## config.mk

```make
export PLATFORM = sky130hd
export DESIGN_NAME = bsm_ctrl
export DESIGN_NICKNAME = d
export VERILOG_FILES = /design/src/rtl/bsm_pkg.sv /design/src/rtl/bsm_ctrl.sv
export SDC_FILE = /design/constraint.sdc
export NUM_CORES = 1
export LEC_CHECK = 0
export BUFFER_PORTS_ARGS = -buffer_cell sky130_fd_sc_hd__buf_2
export CAP_MARGIN = 20
export CORE_MARGIN = 2
export CORE_UTILIZATION = 26
export CTS_CLUSTER_DIAMETER = 100
export DETAILED_ROUTE_END_ITERATION = 10
export SKIP_LAST_GASP = 1
export SYNTH_ARGS = -nofsm -noshare
export SYNTH_HDL_FRONTEND = slang
export SYNTH_SLANG_ARGS = --single-unit
```

## constraint.sdc

```tcl
create_clock -name clk -period 2.14 [get_ports clk]
set_input_delay 0.321 -clock clk [delete_from_list [all_inputs] [get_ports clk]]
set_output_delay 0.321 -clock clk [all_outputs]
set_load 0.02 [all_outputs]
```

## src/rtl/bsm_pkg.sv

```systemverilog
`timescale 1ns / 1ps
package bsm_pkg;

  localparam int unsigned CoordW = 32;
  localparam int unsigned RadW   = 31;
  localparam int unsigned DiffW  = 33;
  localparam int unsigned SqW    = 67;
  localparam int unsigned DistW  = 34;
  localparam int unsigned ProdW  = DiffW + DistW;
  localparam int unsigned TolW   = 32;
  localparam int unsigned MinW   = 16;
  localparam int unsigned CntW   = 7;

  localparam logic [TolW-1:0] TolReset = 32'd429497;
  localparam logic [MinW-1:0] MinReset = 16'd1;

  localparam logic [0:0] CfgTol = 1'b0;
  localparam logic [0:0] CfgMin = 1'b1;

  typedef struct packed {
    logic signed [CoordW-1:0] center_x;
    logic signed [CoordW-1:0] center_y;
    logic signed [CoordW-1:0] center_z;
    logic [RadW-1:0]          radius;
    logic                     restart;
  } in_item_t;

  typedef struct packed {
    logic signed [CoordW-1:0] merged_x;
    logic signed [CoordW-1:0] merged_y;
    logic signed [CoordW-1:0] merged_z;
    logic [RadW-1:0]          merged_radius;
    logic                     saturated;
  } out_item_t;

  typedef enum logic [3:0] {
    ST_IDLE,
    ST_SQ,
    ST_TEST,
    ST_SQRT,
    ST_RAD,
    ST_MUL,
    ST_DIV,
    ST_NEXT,
    ST_DONE
  } state_t;

  typedef struct packed {
    logic load;
    logic sq_step;
    logic test;
    logic sqrt_init;
    logic sqrt_step;
    logic rad;
    logic mul;
    logic div_init;
    logic div_step;
    logic axis_commit;
    logic finish;
  } cmd_t;

  typedef struct packed {
    logic take_in;
    logic sqrt_last;
    logic div_last;
    logic axis_last;
    logic move;
  } sts_t;

endpackage

```

## src/rtl/bsm_ctrl.sv

```systemverilog
`timescale 1ns / 1ps
module bsm_ctrl (
  input  logic           clk,
  input  logic           rst_n,
  input  logic           in_valid,
  output logic           in_ready,
  output logic           out_valid,
  input  logic           out_ready,
  input  bsm_pkg::sts_t  sts,
  output bsm_pkg::cmd_t  cmd
);

  bsm_pkg::state_t state_r, state_nxt;
  logic [1:0] sqc_r, sqc_nxt;

  always_ff @(posedge clk) begin
    if (!rst_n) begin
      state_r <= bsm_pkg::ST_IDLE;
      sqc_r   <= 2'd0;
    end else begin
      state_r <= state_nxt;
      sqc_r   <= sqc_nxt;
    end
  end

  always_comb begin
    state_nxt = state_r;
    sqc_nxt   = sqc_r;
    cmd       = '0;
    in_ready  = 1'b0;
    out_valid = 1'b0;
    unique case (state_r)
      bsm_pkg::ST_IDLE: begin
        in_ready = 1'b1;
        if (in_valid) begin
          cmd.load = 1'b1;
          sqc_nxt  = 2'd0;
          state_nxt = sts.take_in ? bsm_pkg::ST_DONE : bsm_pkg::ST_SQ;
        end
      end
      bsm_pkg::ST_SQ: begin
        cmd.sq_step = 1'b1;
        sqc_nxt = sqc_r + 2'd1;
        if (sqc_r == 2'd2) state_nxt = bsm_pkg::ST_TEST;
      end
      bsm_pkg::ST_TEST: begin
        cmd.test = 1'b1;
        cmd.sqrt_init = 1'b1;
        state_nxt = sts.take_in ? bsm_pkg::ST_DONE : bsm_pkg::ST_SQRT;
      end
      bsm_pkg::ST_SQRT: begin
        cmd.sqrt_step = 1'b1;
        if (sts.sqrt_last) state_nxt = bsm_pkg::ST_RAD;
      end
      bsm_pkg::ST_RAD: begin
        cmd.rad = 1'b1;
        state_nxt = sts.move ? bsm_pkg::ST_MUL : bsm_pkg::ST_DONE;
      end
      bsm_pkg::ST_MUL: begin
        cmd.mul = 1'b1;
        cmd.div_init = 1'b1;
        state_nxt = bsm_pkg::ST_DIV;
      end
      bsm_pkg::ST_DIV: begin
        cmd.div_step = 1'b1;
        if (sts.div_last) state_nxt = bsm_pkg::ST_NEXT;
      end
      bsm_pkg::ST_NEXT: begin
        cmd.axis_commit = 1'b1;
        state_nxt = sts.axis_last ? bsm_pkg::ST_DONE : bsm_pkg::ST_MUL;
      end
      bsm_pkg::ST_DONE: begin
        out_valid = 1'b1;
        if (out_ready) begin
          cmd.finish = 1'b1;
          state_nxt = bsm_pkg::ST_IDLE;
        end
      end
      default: state_nxt = bsm_pkg::ST_IDLE;
    endcase
  end

endmodule

```

==> impl_results.md, run 1 <==
- Syn nets: 83
- Io pins: 22
- Initial antenna violation count: 0
- Fmax: 0.495 GHz
- Period minus WS final: 2020 ps
- TritonRoute pass-1 iters: 2
- Final WL: 1.36 mm
- Post-CTS setup buffer count: 0
- Post-synth design cell area: 562 um^2
- Final setup skew: 11.7 ps
- Nets: 102
- CP Data Arrival Time: 1700 ps
- Core area: 0.00200 mm^2
- Via/cell ratio: 4.70
- Die Area: 0.00255 mm^2
- YS warnings: 0
- Wire per inst: 11.6 um
- Period utilisation layout: 0.944
- Hold Violations, Final: 0
- TritonCTS Sinks: 6
- Die Y: 50.5 um
- Post-CTS Hold Buffers: 0
- Pleak: 0.316 nW
- Synth Flop Type: dfxtp_1
- Worst-path fanout max: 19
- Worst VDD drop: 0.336 mV
- Max Cap Viol: 0
- Post-synthesis sequential area ratio: 0.214
- Synthesized area per cell: 7.70 um^2
- Seq cells post-synth: 6
- CTS H-tree depth: 1
- Vias in the first global route: 513
- Antenna Cells: 0
- Commonest non-fill, non-tap cell in the layout: buf_2
- Post-DP HPWL: 1.02 mm
- Worst setup SP type: flop
- Clk slew on worst S/H paths: 60 ps
- EDFF count, synth: 0
- Max clock buf depth: 2
- Post-CTS sizing: 0
- Pwr Density: 620 mW/mm^2
- Slowest-stage cell, CP: dfxtp_1
- Max_slew headroom: 0.548
- CP Capture Type: output pin
- Crit-path max cell delay: 750 ps
- Final global-route overflow total: 0
- Initial Util: 0.281
- Non-filler cells, final: 117
- Routed via count: 550
- Max Slew Vio Count: 0
- Multi-input gate area: 368 um^2
- Buf/Inv on CP: 2
- Placed Cells: 114
- Hold Crit Class: input pin to flop
- Global-route wire length before repair: 2.36 mm
- Seq. cell area: 120 um^2
- Die Wd: 50.5 um
- Row count: 16
- RSZ-0062 raised after global routing: no
- Largest net degree at the start of global routing: 20
- Ratio of cells with drive above 1 in the final layout: 0.344
- Overall routing resource usage: 0.123
- Setup TNS: 0 ps
- Crit path kind: flop to output pin
- GP Congestion: 0.750
- Clock latency at the later pin of the worst-skew pair: 270 ps
- Area Growth Syn to Fin: 20.3%
- CTS tree: done
- Crit-path leading delay family: flip-flops
- Post-DRT Antenna Nets: 0
- Cells after Synth: 73
- Synth async-reset ratio: 0
- Synth cell types: 37
- Clock buffer count from CTS: 3
- WP data required: 1820 ps
- Setup violators final: 0
- PortBufs: 21
- Status: finished, final reports clean
- Worst path cell trace: nand2b_4 > or3_4 > inv_1 > buf_2
- # DRC: 0
- Fillcell total: 229
- Most frequent cells in the layout: buf_2, nor2_1, dfxtp_1
- Worst-Margin Slew: 677 ps
- Clock root cell: clkbuf_4
- Starting DRT DRC Count: 7
-- per-layer routing --
layer,share of wire,GRT usage
met1,0.49,0.158
met2,0.46,0.180
met3,0.029,0.0327
met4,0.019,0.0811
met5,0,0
-- path summary, 6_finish.rpt --
kind | start | to | slack (ps) | depth (start not counted)
setup / recovery | state_r[0]$_SDFFE_PN0P_ | cmd[9] | 120 | 4
hold / removal | sts[2] | state_r[2]$_SDFFE_PN0P_ | 360 | 3
setup reg to reg | state_r[0]$_SDFFE_PN0P_ | sqc_r[0]$_SDFFE_PN0P_ | 460 | 4
hold reg to reg | sqc_r[0]$_SDFFE_PN0P_ | sqc_r[0]$_SDFFE_PN0P_ | 550 | 2
-- tightest hold or removal path, delay by kind of cell --
kind            cells  cell delay (ps)
compound gates      1               70
buf+inv             1               90
simple gates        1              100
-- metrics by stage --
stage / worst slack, ps / hold WS (ps) / total power, mW / instance area (um^2) / utilization
CTS: 120 / 357 / 0.422 / 676 / 0.338
detailed placement: 405 / 548 / 0.303 / 653 / 0.326
global placement: 445 / 539 / 0.300 / 653 / 0.326
global route: 5.43 / 366 / 0.448 / 676 / 0.338
floorplan: 335 / 506 / 0.268 / 562 / -
finish: 120 / 359 / 0.419 / 676 / 0.338
-- cell usage after synthesis, types with 2 or more instances --
cell	n	area (um^2)
o21a_1	4	30.0
nor2_1	8	30.0
buf_2	2	10.0
dfxtp_1	6	120
buf_4	4	30.0
o21ai_1	3	15.0
nand4_1	2	12.5
nand2b_1	2	12.5
nand2_1	4	15.0
inv_1	5	18.8
nor2b_1	3	18.8
nor3_1	3	15.0
a21oi_1	2	10.0
and3_1	2	12.5
-- logic make-up (layout without fill, tap and decap cells) --
group | after synthesis | in the layout | share of synthesized area
and+or+nand+nor | 35 | 35 | 0.390
AOI/OAI and AO/OA | 18 | 18 | 0.243
buffers and inverters | 13 | 30 | 0.131
DFF | 6 | 6 | 0.214
adders and majority gates | 1 | 1 | 0.0223
-- flip-flops by register name, summed over array words and instances (netlist names) --
signal / count
state_r: 4
sqc_r: 2
-- layout make-up --
| class | instances | area share |
|---|---|---|
| Timing Repair Buffer | 22 | 0.167 |
| Inverter | 5 | 0.0278 |
| Clock buffer | 3 | 0.0333 |
| Multi-Input combinational cell | 54 | 0.544 |
| Tap cell | 27 | 0.0500 |
| Sequential cell | 6 | 0.178 |
-- power breakdown --
part	switching [mW]	total (mW)	internal (mW)
Clock	0.0545	0.119	0.0644
Sequential	0.0313	0.153	0.122
Combinational	0.0816	0.147	0.0654
Total	0.167	0.419	0.252
Power figures use the tool's default switching activity.
==> run 2: changes to the inputs <==
--- a/config.mk
+++ b/config.mk
@@ -7,7 +7,7 @@
 export LEC_CHECK = 0
 export BUFFER_PORTS_ARGS = -buffer_cell sky130_fd_sc_hd__buf_2
 export CAP_MARGIN = 20
-export CORE_MARGIN = 2
+export CORE_MARGIN = 1.5
 export CORE_UTILIZATION = 26
 export CTS_CLUSTER_DIAMETER = 100
 export DETAILED_ROUTE_END_ITERATION = 10
==> impl_results.md, run 2 (synthesis results as in run 1) <==
- Worst R2R Path Depth: 4 (unchanged)
- Worst path cell trace: nand2b_4 > or3_4 > inv_1 > buf_2
- Top reg by flops: state_r
- Worst-path fanout max: 19 (unchanged)
- WP data required: 1820 ps (about the same)
- Commonest non-fill, non-tap cell in the layout: buf_2
- Worst VDD drop: 0.288 mV (-14%)
- Buf/Inv on CP: 2 (unchanged)
- Max clock buf depth: 2 (unchanged)
- RSZ-0062 raised after global routing: no
- Setup TNS: 0 ps (unchanged)
- Via/cell ratio: 4.86 (+3.5%)
- Initial antenna violation count: 0 (unchanged)
- Clock root cell: clkbuf_4
- Status: finished, final reports clean
- Crit-path max cell delay: 730 ps (-20 ps)
- Period utilisation layout: 0.932 (-0.0121)
- Clock latency at the later pin of the worst-skew pair: 260 ps (about the same)
- Fmax: 0.501 GHz (+1.3%)
- Crit path kind: flop to output pin
- Post-CTS setup buffer count: 0 (unchanged)
- Die Area: 0.00245 mm^2 (-3.9%)
- Critical path depth in cells: 4 (unchanged)
- Worst-Margin Slew: 644 ps (-32.7 ps)
- Initial Util: 0.281 (unchanged)
- Post-CTS sizing: 0 (unchanged)
- Slowest-stage cell, CP: dfxtp_1
- Overall routing resource usage: 0.120 (-0.00339)
- Non-filler cells, final: 117 (unchanged)
- Period minus WS final: 1990 ps (-25.9 ps)
- Setup violators final: 0 (unchanged)
- Max Cap Viol: 0 (unchanged)
- Clk slew on worst S/H paths: 50 ps (about the same)
- PortBufs: 21 (unchanged)
- Clock buffer count from CTS: 3 (unchanged)
- CTS tree: done
- Final cell utilization of the core: 0.338 (unchanged)
- CTS H-tree depth: 1 (unchanged)
- Hold Violations, Final: 0 (unchanged)
- TritonCTS Sinks: 6 (unchanged)
- TritonRoute pass-1 iters: 4 (+2)
- Io pins: 22 (unchanged)
- Area Growth Syn to Fin: 20.3% (unchanged)
- Routed via count: 569 (+3.5%)
- Nets: 102 (unchanged)
- Die Wd: 49.5 um (-2.0%)
- Max Slew Vio Count: 0 (unchanged)
- Global-route wire length before repair: 2.26 mm (-4.4%)
- Hold depth: 3 (unchanged)
- Most frequent cells in the layout: buf_2, nor2_1, dfxtp_1
- Largest net degree at the start of global routing: 20 (unchanged)
- Max FFs per register: 4 (unchanged)
- CP Capture Type: output pin
- Pwr Density: 615 mW/mm^2 (-0.84%)
- Ratio of cells with drive above 1 in the final layout: 0.344 (unchanged)
- Post-DRT Antenna Nets: 0 (unchanged)
- Placed Cells: 114 (unchanged)
- Max_slew headroom: 0.570 (+0.0219)
- Pleak: 0.316 nW (unchanged)
- Final setup skew: 6.90 ps (-4.80 ps)
- Crit-path leading delay family: flip-flops
- Worst setup SP type: flop
- Antenna Cells: 0 (unchanged)
- # DRC: 0 (unchanged)
- Row count: 16 (unchanged)
- Core area: 0.00200 mm^2 (unchanged)
- Starting DRT DRC Count: 8 (+1)
- Vias in the first global route: 506 (-1.4%)
- Final global-route overflow total: 0 (unchanged)
- Wire per inst: 11.2 um (-3.4%)
- Hold Crit Class: input pin to flop
- Final WL: 1.31 mm (-3.4%)
- CP Data Arrival Time: 1670 ps (-30 ps)
- Largest regs: state_r x4, sqc_r x2
- Die Y: 49.5 um (-2.0%)
- Post-CTS Hold Buffers: 0 (unchanged)
- GP Congestion: 0.720 (-3.9%)
-- run 2: cell counts in the layout (fill, tap and decap cells not counted) --
No cell type changed its count.
-- run 2: layout make-up --
| class | instances | area [um^2] |
|---|---|---|
| Inverter | 5 | 18.8 |
| Fill cell | 239 | 1330 |
| Sequential cell | 6 | 120 |
| Timing Repair Buffer | 22 | 113 |
| Tap cell | 27 | 33.8 |
| Multi-Input combinational cell | 54 | 368 |
| Clock buffer | 3 | 22.5 |
-- run 2: power by group --
group	leakage [nW]	total, mW	switching (mW)	internal (mW)
Clock	0.0138	0.117	0.0524	0.0642
Sequential	0.0489	0.153	0.0310	0.122
Combinational	0.253	0.146	0.0806	0.0653
Total	0.316	0.416	0.164	0.252
-- run 2: worst paths after layout --
path                                start                      end  slack [ps]
setup / recovery  state_r[0]$_SDFFE_PN0P_                   cmd[9]         150
hold / removal                     sts[2]  state_r[2]$_SDFFE_PN0P_         350
setup reg to reg  state_r[0]$_SDFFE_PN0P_    sqc_r[0]$_SDFFE_PN0P_         480
hold reg to reg     sqc_r[0]$_SDFFE_PN0P_    sqc_r[0]$_SDFFE_PN0P_         550
-- run 2: through the flow --
step	cell area, um^2	hold slack (ps)	worst slack [ps]	total power [mW]
after floorplan	562	506	335	0.268
after global placement	653	542	446	0.300
after detailed placement	653	543	424	0.302
after CTS	676	352	143	0.418
after global routing	676	382	43.1	0.440
final	676	352	146	0.416
-- run 2: worst register-to-register path: stages, from the launching register on --
cell,delay (ps)
dfxtp_1,730
nand2b_4,90
or3_4,380
and3_1,180
o21a_1,170
-- run 2: routing by layer --
metal  GRT usage  part of all wire  vias to the layer above
li1            -                 -                      298
met1       0.161              0.47                      255
met2       0.173              0.47                       13
met3      0.0303             0.040                        3
met4      0.0694             0.021                        0
met5           0                 0                        -
==> run 3: changes to the inputs <==
--- a/config.mk
+++ b/config.mk
@@ -11,6 +11,7 @@
 export CORE_UTILIZATION = 26
 export CTS_CLUSTER_DIAMETER = 100
 export DETAILED_ROUTE_END_ITERATION = 10
+export PLACE_DENSITY = 0.58
 export SKIP_LAST_GASP = 1
 export SYNTH_ARGS = -nofsm -noshare
 export SYNTH_HDL_FRONTEND = slang
==> impl_results.md, run 3 (synthesis results as in run 1) <==
- Status: finished, final reports clean
- Post-CTS Hold Buffers: 0 (unchanged)
- Largest regs: state_r x4, sqc_r x2
- Fmax: 0.502 GHz (about the same)
- Max Cap Viol: 0 (unchanged)
- Buf/Inv on CP: 2 (unchanged)
- Row count: 16 (unchanged)
- Clock buffer count from CTS: 3 (unchanged)
- Post-CTS sizing: 0 (unchanged)
- Clk slew on worst S/H paths: 50 ps (about the same)
- Initial Util: 0.281 (unchanged)
- Die Area: 0.00245 mm^2 (unchanged)
- CP Data Arrival Time: 1670 ps (about the same)
- GP Congestion: 0.721 (+0.12%)
- Final WL: 1.32 mm (+0.23%)
- Setup TNS: 0 ps (unchanged)
- Hold Slack: 363 ps (+11.4 ps)
- Max_slew headroom: 0.550 (-0.0198)
- Worst VDD drop: 0.205 mV (-29%)
- Io pins: 22 (unchanged)
- Period utilisation layout: 0.931 (about the same)
- Internal power: 0.249 mW (-1.2%)
- Hold Crit Class: input pin to flop
- Crit-path leading delay family: flip-flops
- Max FFs per register: 4 (unchanged)
- Max clock buf depth: 2 (unchanged)
- PnR worst setup slack: 147 ps (+1.20 ps)
- Worst-Margin Slew: 673 ps (+29.6 ps)
- Post-DRT Antenna Nets: 0 (unchanged)
- Total power: 0.405 mW (-2.7%)
- Worst-path fanout max: 19 (unchanged)
- Commonest non-fill, non-tap cell in the layout: buf_2
- Pwr Density: 606 mW/mm^2 (-1.6%)
- TritonRoute pass-1 iters: 2 (-2)
- Overall routing resource usage: 0.111 (-0.00929)
- Clock power frac: 0.268 (-0.013)
- Initial antenna violation count: 0 (unchanged)
- Hold Violations, Final: 0 (unchanged)
- Setup violators final: 0 (unchanged)
- RSZ-0062 raised after global routing: no
- Crit path kind: flop to output pin
- P_sw: 0.156 mW (-4.9%)
- Via/cell ratio: 4.76 (-2.2%)
- Area Growth Syn to Fin: 18.9%
- Vias in the first global route: 476 (-5.9%)
- Post-CTS setup buffer count: 0 (unchanged)
- Comb power frac: 0.345 (-0.006)
- Starting DRT DRC Count: 5 (-3)
- PortBufs: 21 (unchanged)
- Placed Cells: 113 (-0.88%)
- Wire per inst: 11.3 um (+1.1%)
- Antenna Cells: 0 (unchanged)
- Multi-input gate area: 368 um^2 (unchanged)
- Seq. cell area: 120 um^2 (unchanged)
- Fillcell total: 229 (-4.2%)
- Most frequent cells in the layout: buf_2, nor2_1, dfxtp_1
- Worst path cell trace: nand2b_4 > or3_4 > inv_1 > buf_2
- Die Wd: 49.5 um (unchanged)
- # DRC: 0 (unchanged)
- Dpl ws: 414 ps (-10.9 ps)
- CP Capture Type: output pin
- Global-route wire length before repair: 2.09 mm (-7.4%)
- Final global-route overflow total: 0 (unchanged)
- Crit-path max cell delay: 750 ps (+20 ps)
- Non-filler cells, final: 116 (-0.85%)
- Period minus WS final: 1990 ps (-1.20 ps)
- Worst setup SP type: flop
- Core area: 0.00200 mm^2 (unchanged)
- Nets: 101 (-0.98%)
- Top reg by flops: state_r
- Sequential share of power: 0.387 (+0.019)
- WP data required: 1820 ps (about the same)
- Routed via count: 552 (-3.0%)
- Clock root cell: clkbuf_4
- Post-DP HPWL: 982 um
- Final setup skew: 2.77 ps (-4.13 ps)
- Switching share of power: 0.386 (-0.00917)
- Largest net degree at the start of global routing: 20 (unchanged)
- CTS H-tree depth: 1 (unchanged)
- Slowest-stage cell, CP: dfxtp_1
- CTS tree: done
- Die Y: 49.5 um (unchanged)
- TritonCTS Sinks: 6 (unchanged)
- Max Slew Vio Count: 0 (unchanged)
- Pleak: 0.311 nW (-1.7%)
- Ratio of cells with drive above 1 in the final layout: 0.337 (-0.00737)
- Clock latency at the later pin of the worst-skew pair: 250 ps (about the same)
run 3: cell types whose count changed in the layout (fill, tap and decap cells not counted), sizes merged:
cell,delta
buf,-1
run 3: final cells by class:
class / count / share of cell area
well taps: 27 / 0.0506
multi-input cells: 54 / 0.551
inverters: 5 / 0.0281
repair buffers: 21 / 0.157
flip-flops and latches: 6 / 0.180
clock buffers: 3 / 0.0337
run 3: worst register-to-register path, stage by stage (launching register included):
cell	delay (ps)
dfxtp_1	750
nand2b_4	90
or3_4	380
and3_1	180
o21a_1	170
run 3: final timing paths:
| path | from | endpoint | slack, ps | cells past startpoint |
|---|---|---|---|---|
| setup / recovery | state_r[0]$_SDFFE_PN0P_ | cmd[9] | 150 | 4 |
| hold / removal | sts[2] | state_r[2]$_SDFFE_PN0P_ | 360 | 3 |
| setup reg to reg | state_r[0]$_SDFFE_PN0P_ | sqc_r[0]$_SDFFE_PN0P_ | 470 | 4 |
| hold reg to reg | sqc_r[0]$_SDFFE_PN0P_ | sqc_r[0]$_SDFFE_PN0P_ | 550 | 2 |
run 3: power groups by stage:
stage               Clock [mW]  Combinational [mW]  Sequential (mW)
global route             0.122               0.155            0.160
global placement             0               0.141            0.157
CTS                      0.115               0.142            0.155
finish                   0.108               0.140            0.157
detailed placement           0               0.142            0.158
floorplan                    0               0.136            0.132
run 3: metrics by stage:
stage	util	instance area, um^2
final	0.334	668
after global routing	0.334	668
after CTS	0.334	668
after detailed placement	0.323	646
after global placement	0.323	646
after floorplan	-	562
run 3: routing by layer:
layer  vias to the layer above  part of all wire  track usage  routed length [um]
met3                         0             0.054       0.0636                  71
li1                        293                 -            -                   -
met5                         -                 0            0                   0
met2                         9              0.47        0.176                 619
met4                         0                 0       0.0139                   0
met1                       250              0.48        0.133                 626
